File: config.mk
export PLATFORM = sky130hd
export DESIGN_NAME = polygon_slab_clipper
export DESIGN_NICKNAME = d
export VERILOG_FILES = /design/src/hdl/psc_pkg.sv /design/src/hdl/polygon_slab_clipper.sv /design/src/hdl/psc_ctrl.sv /design/src/hdl/psc_dp.sv
export SDC_FILE = /design/constraint.sdc
export NUM_CORES = 2
export LEC_CHECK = 0
export ABC_AREA = 0
export BUFFER_PORTS_ARGS = -buffer_cell sky130_fd_sc_hd__buf_2
export CORE_UTILIZATION = 30
export CTS_CLUSTER_SIZE = 25
export DETAILED_ROUTE_END_ITERATION = 7
export GPL_TIMING_DRIVEN = 1
export SYNTH_ARGS = -nofsm -noshare
export SYNTH_HDL_FRONTEND = slang
export SYNTH_HIERARCHICAL = 1
export SYNTH_SLANG_ARGS = --single-unit
File: constraint.sdc
create_clock -name clk -period 13 [get_ports clk]
set_input_delay 1.3 -clock clk [delete_from_list [all_inputs] [get_ports clk]]
set_output_delay 1.3 -clock clk [all_outputs]
set_load 0.01 [all_outputs]
File: src/hdl/psc_pkg.sv
`timescale 1ns / 1ps
// ----------------------------------------------------------------------------
// psc_pkg: shared types and constants for the polygon slab clipper
// Holds the transaction payload structs, the controller command and status
// structs, register indexes and the result select codes.
// ----------------------------------------------------------------------------
package psc_pkg;

    localparam int COORD_W  = 32;
    localparam int INDEX_W  = 6;
    localparam int DIV_STEPS = 32;
    localparam int STEP_W   = 5;

    // Largest polygon the block is expected to see.
    localparam int MAX_VERTS = 16;

    localparam logic [INDEX_W-1:0] COUNT_MAX = 6'd63;

    // Configuration register indexes.
    localparam logic [1:0] REG_AXIS  = 2'd0;
    localparam logic [1:0] REG_MODE  = 2'd1;
    localparam logic [1:0] REG_LOWER = 2'd2;
    localparam logic [1:0] REG_UPPER = 2'd3;

    // Axis codes; the two unused codes select z.
    localparam logic [1:0] AXIS_X = 2'd0;
    localparam logic [1:0] AXIS_Y = 2'd1;

    // Result select codes.
    localparam logic [1:0] SEL_CROSS  = 2'd0;
    localparam logic [1:0] SEL_VERTEX = 2'd1;
    localparam logic [1:0] SEL_MARKER = 2'd2;

    typedef struct packed {
        logic                      kind;
        logic signed [COORD_W-1:0] pos_x;
        logic signed [COORD_W-1:0] pos_y;
        logic signed [COORD_W-1:0] pos_z;
        logic                      polygon_end;
    } in_item_t;

    typedef struct packed {
        logic signed [COORD_W-1:0] out_x;
        logic signed [COORD_W-1:0] out_y;
        logic signed [COORD_W-1:0] out_z;
        logic                      valid_res;
        logic [INDEX_W-1:0]        out_index;
        logic                      last_of_run;
        logic                      polygon_done;
    } out_item_t;

    typedef struct packed {
        logic       load;
        logic       mul;
        logic       div;
        logic       store;
        logic       emit;
        logic [1:0] emit_sel;
        logic       last;
        logic [1:0] coord;
        logic       bound_sel;
    } cmd_t;

    typedef struct packed {
        logic [1:0] ncross;
        logic       keep;
        logic       poly_end;
        logic       out_free;
    } status_t;

endpackage

File: src/hdl/polygon_slab_clipper.sv
`timescale 1ns / 1ps
// ----------------------------------------------------------------------------
// polygon_slab_clipper: one-slab polygon clipper
// Clips a streamed polygon edge loop against lower_bound..upper_bound along a
// chosen axis, emitting interpolated crossings and kept vertices.
// ----------------------------------------------------------------------------
//  Channel  Handshake             Payload     Role
//  src      src_valid/src_ready   src_item    vertex transactions in
//  res      res_valid/res_ready   res_item    result transactions out
//  cfg      cfg_valid/cfg_ready   cfg_index,  register writes, always ready
//                                 cfg_data
//
// A priming transaction is only accepted. A vertex is accepted and decided,
// then for each crossing runs, for each of the three coordinates, a multiply,
// the restoring divide steps and a store, then an emit and a new decide; a
// kept vertex or an end marker adds one more emit. The single shared
// restoring divider dominates this work. Reset clears the configuration
// registers, the previous vertex and the output count. A stalled result holds
// in the output register; the next vertex transaction is still accepted while
// it waits, and work pauses only when a further result must be written.
// ----------------------------------------------------------------------------
module polygon_slab_clipper (
    input  logic                clk,
    input  logic                rst_n,
    input  logic                src_valid,
    output logic                src_ready,
    input  psc_pkg::in_item_t   src_item,
    output logic                res_valid,
    input  logic                res_ready,
    output psc_pkg::out_item_t  res_item,
    input  logic                cfg_valid,
    output logic                cfg_ready,
    input  logic [1:0]          cfg_index,
    input  logic [31:0]         cfg_data
);

    psc_pkg::cmd_t    cmd;
    psc_pkg::status_t status;

    // Registers are to be written by the user while the block is idle (not enforced here); the port never stalls.
    assign cfg_ready = 1'b1;

    psc_ctrl u_ctrl (
        .clk       (clk),
        .rst_n     (rst_n),
        .src_valid (src_valid),
        .src_kind  (src_item.kind),
        .src_ready (src_ready),
        .status    (status),
        .cmd       (cmd)
    );

    psc_dp u_dp (
        .clk       (clk),
        .rst_n     (rst_n),
        .cfg_valid (cfg_valid),
        .cfg_index (cfg_index),
        .cfg_data  (cfg_data),
        .src_item  (src_item),
        .cmd       (cmd),
        .status    (status),
        .res_valid (res_valid),
        .res_ready (res_ready),
        .res_item  (res_item)
    );

endmodule

File: src/hdl/psc_ctrl.sv
`timescale 1ns / 1ps
// ----------------------------------------------------------------------------
// psc_ctrl: sequencing state machine
// Steps each vertex through its crossings, coordinate by coordinate, and
// issues the result emits in order.
// ----------------------------------------------------------------------------
module psc_ctrl (
    input  logic              clk,
    input  logic              rst_n,
    input  logic              src_valid,
    input  logic              src_kind,
    output logic              src_ready,
    input  psc_pkg::status_t  status,
    output psc_pkg::cmd_t     cmd
);

    localparam logic [2:0] ST_IDLE   = 3'd0;
    localparam logic [2:0] ST_DECIDE = 3'd1;
    localparam logic [2:0] ST_MUL    = 3'd2;
    localparam logic [2:0] ST_DIV    = 3'd3;
    localparam logic [2:0] ST_STORE  = 3'd4;
    localparam logic [2:0] ST_EMIT_C = 3'd5;
    localparam logic [2:0] ST_EMIT_V = 3'd6;
    localparam logic [2:0] ST_EMIT_M = 3'd7;

    logic [2:0]                 state_reg, state_next;
    logic [1:0]                 k_reg, k_next;
    logic [1:0]                 xi_reg, xi_next;
    logic [psc_pkg::STEP_W-1:0] step_reg, step_next;

    always_ff @(posedge clk or negedge rst_n)
    begin
        if (!rst_n)
        begin
            state_reg <= ST_IDLE;
            k_reg     <= 2'd0;
            xi_reg    <= 2'd0;
            step_reg  <= '0;
        end
        else
        begin
            state_reg <= state_next;
            k_reg     <= k_next;
            xi_reg    <= xi_next;
            step_reg  <= step_next;
        end
    end

    always_comb
    begin
        state_next    = state_reg;
        k_next        = k_reg;
        xi_next       = xi_reg;
        step_next     = step_reg;
        src_ready     = 1'b0;
        cmd           = '0;
        cmd.coord     = k_reg;
        cmd.bound_sel = xi_reg[0];
        case (state_reg)
            ST_IDLE:
            begin
                src_ready = 1'b1;
                if (src_valid)
                begin
                    cmd.load = 1'b1;
                    xi_next  = 2'd0;
                    if (src_kind)
                    begin
                        state_next = ST_DECIDE;
                    end
                end
            end
            ST_DECIDE:
            begin
                if (xi_reg < status.ncross)
                begin
                    k_next     = 2'd0;
                    state_next = ST_MUL;
                end
                else if (status.keep)
                begin
                    state_next = ST_EMIT_V;
                end
                else if (status.poly_end && status.ncross == 2'd0)
                begin
                    state_next = ST_EMIT_M;
                end
                else
                begin
                    state_next = ST_IDLE;
                end
            end
            ST_MUL:
            begin
                cmd.mul    = 1'b1;
                step_next  = '0;
                state_next = ST_DIV;
            end
            ST_DIV:
            begin
                cmd.div = 1'b1;
                if (step_reg == psc_pkg::STEP_W'(psc_pkg::DIV_STEPS - 1))
                begin
                    state_next = ST_STORE;
                end
                else
                begin
                    step_next = step_reg + 1'b1;
                end
            end
            ST_STORE:
            begin
                cmd.store = 1'b1;
                if (k_reg == 2'd2)
                begin
                    state_next = ST_EMIT_C;
                end
                else
                begin
                    k_next     = k_reg + 1'b1;
                    state_next = ST_MUL;
                end
            end
            ST_EMIT_C:
            begin
                if (status.out_free)
                begin
                    cmd.emit     = 1'b1;
                    cmd.emit_sel = psc_pkg::SEL_CROSS;
                    cmd.last     = (xi_reg + 1'b1 == status.ncross) && !status.keep;
                    xi_next      = xi_reg + 1'b1;
                    state_next   = ST_DECIDE;
                end
            end
            ST_EMIT_V:
            begin
                if (status.out_free)
                begin
                    cmd.emit     = 1'b1;
                    cmd.emit_sel = psc_pkg::SEL_VERTEX;
                    cmd.last     = 1'b1;
                    state_next   = ST_IDLE;
                end
            end
            ST_EMIT_M:
            begin
                if (status.out_free)
                begin
                    cmd.emit     = 1'b1;
                    cmd.emit_sel = psc_pkg::SEL_MARKER;
                    cmd.last     = 1'b1;
                    state_next   = ST_IDLE;
                end
            end
            default:
            begin
                state_next = ST_IDLE;
            end
        endcase
    end

endmodule

File: src/hdl/psc_dp.sv
`timescale 1ns / 1ps
// ----------------------------------------------------------------------------
// psc_dp: clipper datapath
// Configuration registers, vertex state, crossing plan, one multiplier, a
// shared restoring divider and the output register.
// ----------------------------------------------------------------------------
module psc_dp (
    input  logic                clk,
    input  logic                rst_n,
    input  logic                cfg_valid,
    input  logic [1:0]          cfg_index,
    input  logic [31:0]         cfg_data,
    input  psc_pkg::in_item_t   src_item,
    input  psc_pkg::cmd_t       cmd,
    output psc_pkg::status_t    status,
    output logic                res_valid,
    input  logic                res_ready,
    output psc_pkg::out_item_t  res_item
);

    localparam int W = psc_pkg::COORD_W;

    logic [1:0]              axis_reg;
    logic                    mode_reg;
    logic signed [W-1:0]     lo_reg, hi_reg;
    logic [2:0][W-1:0]       prev_reg, v_reg, p_reg, cross_reg;
    logic signed [W-1:0]     c_reg, pc_reg;
    logic [1:0][W-1:0]       b_reg;
    logic [1:0]              ncross_reg;
    logic                    keep_reg, end_reg;
    logic [psc_pkg::INDEX_W-1:0] count_reg, count_next;
    logic [W-1:0]            den_reg, rem_reg, quo_reg;
    logic                    neg_reg;
    logic                    out_valid_reg;
    psc_pkg::out_item_t      out_reg, out_next;

    // Crossing plan for the incoming vertex.
    logic signed [W-1:0] vc, pcv, hi_eff;
    logic [1:0]          pl_n;
    logic [1:0][W-1:0]   pl_b;
    logic                pl_keep;

    always_comb
    begin
        case (axis_reg)
            psc_pkg::AXIS_X:
            begin
                vc  = src_item.pos_x;
                pcv = prev_reg[0];
            end
            psc_pkg::AXIS_Y:
            begin
                vc  = src_item.pos_y;
                pcv = prev_reg[1];
            end
            default:
            begin
                vc  = src_item.pos_z;
                pcv = prev_reg[2];
            end
        endcase
        hi_eff  = (hi_reg < lo_reg) ? lo_reg : hi_reg;
        pl_n    = 2'd0;
        pl_b    = '0;
        pl_keep = 1'b1;
        if (vc < lo_reg)
        begin
            pl_keep = mode_reg;
            if (pcv > hi_eff)
            begin
                pl_b[0] = hi_eff;
                pl_b[1] = lo_reg;
                pl_n    = 2'd2;
            end
            else if (pcv > lo_reg)
            begin
                pl_b[0] = lo_reg;
                pl_n    = 2'd1;
            end
        end
        else if (vc > hi_eff)
        begin
            pl_keep = mode_reg;
            if (pcv < lo_reg)
            begin
                pl_b[0] = lo_reg;
                pl_b[1] = hi_eff;
                pl_n    = 2'd2;
            end
            else if (pcv < hi_eff)
            begin
                pl_b[0] = hi_eff;
                pl_n    = 2'd1;
            end
        end
        else
        begin
            if (pcv < lo_reg)
            begin
                if (vc > lo_reg)
                begin
                    pl_b[0] = lo_reg;
                    pl_n    = 2'd1;
                end
            end
            else if (pcv > hi_eff && vc < hi_eff)
            begin
                pl_b[0] = hi_eff;
                pl_n    = 2'd1;
            end
        end
    end

    // Operand magnitudes and the product for one coordinate of a crossing.
    logic signed [W:0] d_s, num_s, den_s;
    logic [W:0]        d_a, num_a, den_a;
    logic [2*W-1:0]    prod;

    always_comb
    begin
        d_s   = {p_reg[cmd.coord][W-1], p_reg[cmd.coord]}
              - {v_reg[cmd.coord][W-1], v_reg[cmd.coord]};
        num_s = {b_reg[cmd.bound_sel][W-1], b_reg[cmd.bound_sel]} - {c_reg[W-1], c_reg};
        den_s = {pc_reg[W-1], pc_reg} - {c_reg[W-1], c_reg};
        d_a   = d_s[W]   ? -d_s   : d_s;
        num_a = num_s[W] ? -num_s : num_s;
        den_a = den_s[W] ? -den_s : den_s;
        prod  = d_a[W-1:0] * num_a[W-1:0];
    end

    // One restoring division step.
    logic [W:0] rem2, rem_sub;
    logic       ge;

    always_comb
    begin
        rem2    = {rem_reg, quo_reg[W-1]};
        rem_sub = rem2 - {1'b0, den_reg};
        ge      = (rem2 >= {1'b0, den_reg});
    end

    logic [W:0] sum;

    always_comb
    begin
        sum = neg_reg ? ({v_reg[cmd.coord][W-1], v_reg[cmd.coord]} - {1'b0, quo_reg})
                      : ({v_reg[cmd.coord][W-1], v_reg[cmd.coord]} + {1'b0, quo_reg});
    end

    // Result assembly.
    logic out_free, done;

    always_comb
    begin
        out_free = !out_valid_reg || res_ready;
        done     = end_reg && cmd.last;
        out_next = '0;
        case (cmd.emit_sel)
            psc_pkg::SEL_CROSS:
            begin
                out_next.out_x     = cross_reg[0];
                out_next.out_y     = cross_reg[1];
                out_next.out_z     = cross_reg[2];
                out_next.valid_res = 1'b1;
            end
            psc_pkg::SEL_VERTEX:
            begin
                out_next.out_x     = v_reg[0];
                out_next.out_y     = v_reg[1];
                out_next.out_z     = v_reg[2];
                out_next.valid_res = 1'b1;
            end
            default:
            begin
                out_next.valid_res = 1'b0;
            end
        endcase
        out_next.out_index    = count_reg;
        out_next.last_of_run  = cmd.last;
        out_next.polygon_done = done;
        if (done)
        begin
            count_next = '0;
        end
        else if (count_reg < psc_pkg::COUNT_MAX)
        begin
            count_next = count_reg + 1'b1;
        end
        else
        begin
            count_next = count_reg;
        end
    end

    always_ff @(posedge clk or negedge rst_n)
    begin
        if (!rst_n)
        begin
            axis_reg      <= 2'd0;
            mode_reg      <= 1'b0;
            lo_reg        <= '0;
            hi_reg        <= '0;
            prev_reg      <= '0;
            count_reg     <= '0;
            ncross_reg    <= 2'd0;
            keep_reg      <= 1'b0;
            end_reg       <= 1'b0;
            out_valid_reg <= 1'b0;
        end
        else
        begin
            if (cfg_valid)
            begin
                case (cfg_index)
                    psc_pkg::REG_AXIS:  axis_reg <= cfg_data[1:0];
                    psc_pkg::REG_MODE:  mode_reg <= cfg_data[0];
                    psc_pkg::REG_LOWER: lo_reg   <= cfg_data;
                    psc_pkg::REG_UPPER: hi_reg   <= cfg_data;
                    default:            axis_reg <= axis_reg;
                endcase
            end
            if (cmd.load)
            begin
                prev_reg <= {src_item.pos_z, src_item.pos_y, src_item.pos_x};
                if (!src_item.kind)
                begin
                    count_reg <= '0;
                end
                ncross_reg <= pl_n;
                keep_reg   <= pl_keep;
                end_reg    <= src_item.polygon_end;
            end
            if (cmd.emit)
            begin
                count_reg <= count_next;
            end
            if (cmd.emit)
            begin
                out_valid_reg <= 1'b1;
            end
            else if (res_ready)
            begin
                out_valid_reg <= 1'b0;
            end
        end
    end

    always_ff @(posedge clk)
    begin
        if (cmd.load)
        begin
            v_reg  <= {src_item.pos_z, src_item.pos_y, src_item.pos_x};
            p_reg  <= prev_reg;
            c_reg  <= vc;
            pc_reg <= pcv;
            b_reg  <= pl_b;
        end
        if (cmd.mul)
        begin
            rem_reg <= prod[2*W-1:W];
            quo_reg <= prod[W-1:0];
            den_reg <= den_a[W-1:0];
            neg_reg <= d_s[W] ^ num_s[W] ^ den_s[W];
        end
        if (cmd.div)
        begin
            rem_reg <= ge ? rem_sub[W-1:0] : rem2[W-1:0];
            quo_reg <= {quo_reg[W-2:0], ge};
        end
        if (cmd.store)
        begin
            cross_reg[cmd.coord] <= sum[W-1:0];
        end
        if (cmd.emit)
        begin
            out_reg <= out_next;
        end
    end

    assign status.ncross   = ncross_reg;
    assign status.keep     = keep_reg;
    assign status.poly_end = end_reg;
    assign status.out_free = out_free;
    assign res_valid       = out_valid_reg;
    assign res_item        = out_reg;

endmodule

==> results.py <==
metrics = {
    "routing": {
        "detail_route.first_pass.iterations": 8,
        "drt-total-wl_um": 279000,
        "via_count": 61200,
        "drt_iter0_drc": 5436,
        "post-route-drc-count": 13,
        "drt.antenna.violating_nets": 0,
        "avgViaCountPerCell": 5.16,
        "wl_per_cell_um": 23.5,
    },
    "sta": {
        "fin_tns_setup_ns": 0,
        "report.final.slew_viol_count": 0,
        "finalClockSkew_ns": 0.0558,
        "hold_violations": 0,
        "worstMarginPinSlew_ns": 1.46,
        "rsz0062_at_grt": "no",
        "post_layout_min_period_ns": 12.49,
        "worst_slew_margin_rel": 0.0195,
        "layout_worst_path_cycle_share": 0.961,
        "top_achievable_clock_speed_ghz": 0.0801,
        "setup_viol": 0,
    },
    "floorplan": {
        "pin_count": 245,
        "design.core.area_um2": 266000,
        "start_util": 0.303,
        "num_rows": 189,
        "dieArea_um2": 271000,
        "die_w_um": 520,
        "die-height_um": 520,
    },
    "yosys": {
        "netlist_instances": 8063,
        "synth_top_family_by_area": "adder cells",
        "postSynth.topFlopCell": "edfxtp_1",
        "syn-num-nets": 9695,
        "leading_cell_types_by_count_after_synthesis": "inv_1, fa_1, nor2_1",
        "avgSynthCellArea_um2": 9.99,
        "synth_mux_area_frac": 0.0636,
        "synth-edff-count": 618,
        "ys_async_sr_fraction": 0.231,
        "synth-simple-area-share": 0.126,
        "fraction_of_post_synthesis_cell_area_in_the_top_cell_type_by_area": 0.230,
        "synthesis.yosys.warnings": 6,
        "synth.largest_area_cell": "edfxtp_1",
        "ys_ff_latch": 804,
        "synth.cell_area_um2": 80600,
        "synth_cell_type_count": 111,
        "synth_adder_area_share": 0.316,
        "synth-seq-area-share": 0.288,
        "synth_top_cells_by_area": "edfxtp_1, fa_1, ha_1",
        "synth_xor_xnor_area_share": 0.0383,
        "post-synth-top-count-cell": "inv_1",
        "synth_compound_gate_area_share": 0.0990,
    },
    "clocking": {
        "worstSkewPairLatency_ns": 0.74,
        "cts.root.buffer_cell": "clkbuf_16",
        "tritoncts_num_sinks": 804,
        "clk_pin_slew_worst_paths_ns": 0.07,
        "clock_path_buffers": 3,
        "cts-buffers-inserted": 82,
        "cts_tree": "done",
        "cts.htree.levels": 3,
    },
    "hold_path": {
        "hold_path.class": "reg2reg",
    },
    "worst_setup_path": {
        "critPathTopFamily": "adder cells",
        "critical_path_end_type": "flop",
        "critical_path_buf_inv_count": 8,
        "worst_path_max_delay_cell": "fa_1",
        "highest_fanout_seen_on_the_critical_path": 18,
        "crit_top_cell": "fa_1",
        "critical_path_data_required_time_ns": 13.43,
        "critical_path.max_stage_delay_ns": 0.57,
        "cp_data_arrival_time_ns": 12.92,
        "worst-setup-path-type": "reg2reg",
        "crit_path_start_kind": "flop",
    },
    "job": {
        "drv.max_cap_violation_count": 0,
    },
    "placement": {
        "dpl-instance-area_um2": 87000,
        "hpwlAfterDp_um": 230000,
        "globalplace.congestion": 0.982,
        "io_buffers": 243,
    },
    "status": {
        "failed_checks": "DRC",
        "status": "finished with violations",
    },
    "pwr": {
        "power-per-cell-area_nw_per_um2": 72.9,
        "irDropWorstVdd_mv": 0.132,
        "power.leakage_uw": 0.0405,
        "power.total_uw": 6550,
    },
    "layout": {
        "final_cell_area_um2": 90000,
        "drive_above_1_share": 0.119,
        "multi_input_area_um2": 52300,
        "area_growth_syn_to_layout_pct": 11.7,
        "regArea_um2": 23200,
        "layout.nets": 9895,
        "largest_register_ff_count": 105,
        "fillerInstances": 26800,
    },
    "grt": {
        "antenna_found_initial": 5,
        "grt_first_pass_wirelength_um": 414000,
        "track_usage": 0.205,
        "vias_in_the_first_global_route": 62500,
        "globalRoute.totalOverflow": 0,
        "largest_net_degree_at_the_start_of_global_routing": 198,
    },
}
## layout by cell type (no fill, tap or decap), types with 14 or more instances in the layout
cell	n
clkbuf_1	15
o31ai_1	24
nand2b_1	131
o21a_1	85
o21ai_0	267
and2_1	33
xnor2_1	180
o31a_1	14
o211ai_1	21
buf_4	238
nor2_1	893
nand2_1	696
o21bai_1	41
a21oi_1	302
inv_1	1075
mux2i_1	280
dfrtp_1	181
nand3_1	83
a31oi_1	46
or2_1	17
ha_1	593
or3_1	22
nand4_1	62
buf_2	242
o21ai_1	43
or2_2	55
nor3_1	62
a22o_1	66
mux2_2	204
a211oi_1	33
nor4_1	23
and3_1	41
a21o_1	134
fa_1	901
xor2_2	14
xor2_1	121
clkbuf_16	85
edfxtp_1	618
nor2b_1	50
xnor2_2	24
## layer usage
metal | vias to the layer above | share of wire | global-route usage
met3 | 429 | 0.066 | 0.0251
met1 | 31200 | 0.44 | 0.282
met4 | 6 | 0.044 | 0.0802
met2 | 2370 | 0.45 | 0.326
met5 | - | 0.00010 | 0
li1 | 27200 | - | -
## final cells by class
cell class / instances / area share
inverters: 1078 / 0.0451
diodes: 2 / 0.0000556
multi-input cells: 5808 / 0.581
well taps: 3533 / 0.0491
repair buffers: 489 / 0.0351
clock inverters: 45 / 0.00601
clock buffers: 107 / 0.0253
flip-flops and latches: 804 / 0.258
## through the flow
step           hold WS (ns)  instances  setup WS, ns   util
3_5_place_dp          0.456      11700         0.305  0.327
6_report              0.463      11900         0.511  0.338
3_3_place_gp          0.453      11700         0.446  0.327
4_1_cts               0.462      11900         0.189  0.338
2_1_floorplan         0.442       8063          1.14      -
5_1_grt               0.480      11900       0.00993  0.338
## where the power goes
part           leakage [uW]  total (uW)  switching [uW]  internal [uW]
Combinational        0.0307        1130             693            441
Clock               0.00137        2490            1100           1400
Sequential          0.00844        2930            95.0           2830
## what timing repair did
action,in CTS,in global routing
gates resized for setup,0,23
hold buffers,0,0
setup endpoints to repair,0,18
setup buffers,0,5
## path summary, 6_finish.rpt
check                                              start                           to  slack, ns  depth (start not counted)
setup / recovery             u_ctrl/k_reg[1]$_DFFE_PN0P_   u_dp/rem_reg[24]$_DFFE_PP_       0.51                         42
hold / removal             u_dp/prev_reg[71]$_DFFE_PN0P_     u_dp/p_reg[71]$_DFFE_PP_       0.46                          0
setup reg to reg             u_ctrl/k_reg[1]$_DFFE_PN0P_   u_dp/rem_reg[24]$_DFFE_PP_       0.51                         42
hold reg to reg            u_dp/prev_reg[71]$_DFFE_PN0P_     u_dp/p_reg[71]$_DFFE_PP_       0.46                          0
max in group asynchronous                          rst_n  u_ctrl/k_reg[1]$_DFFE_PN0P_      10.94                          2
min in group asynchronous                          rst_n  u_dp/lo_reg[29]$_DFFE_PN0P_       0.63                          1
## logic make-up after synthesis
| group | Yosys count |
|---|---|
| and+or+nand+nor | 2251 |
| adders and majority gates | 1495 |
| buffers and inverters | 1451 |
| AOI/OAI and AO/OA | 1228 |
| DFF | 804 |
| muxes | 486 |
| xor gates and xnor gates | 347 |
| other | 1 |
(Power assumes the default switching activity.)
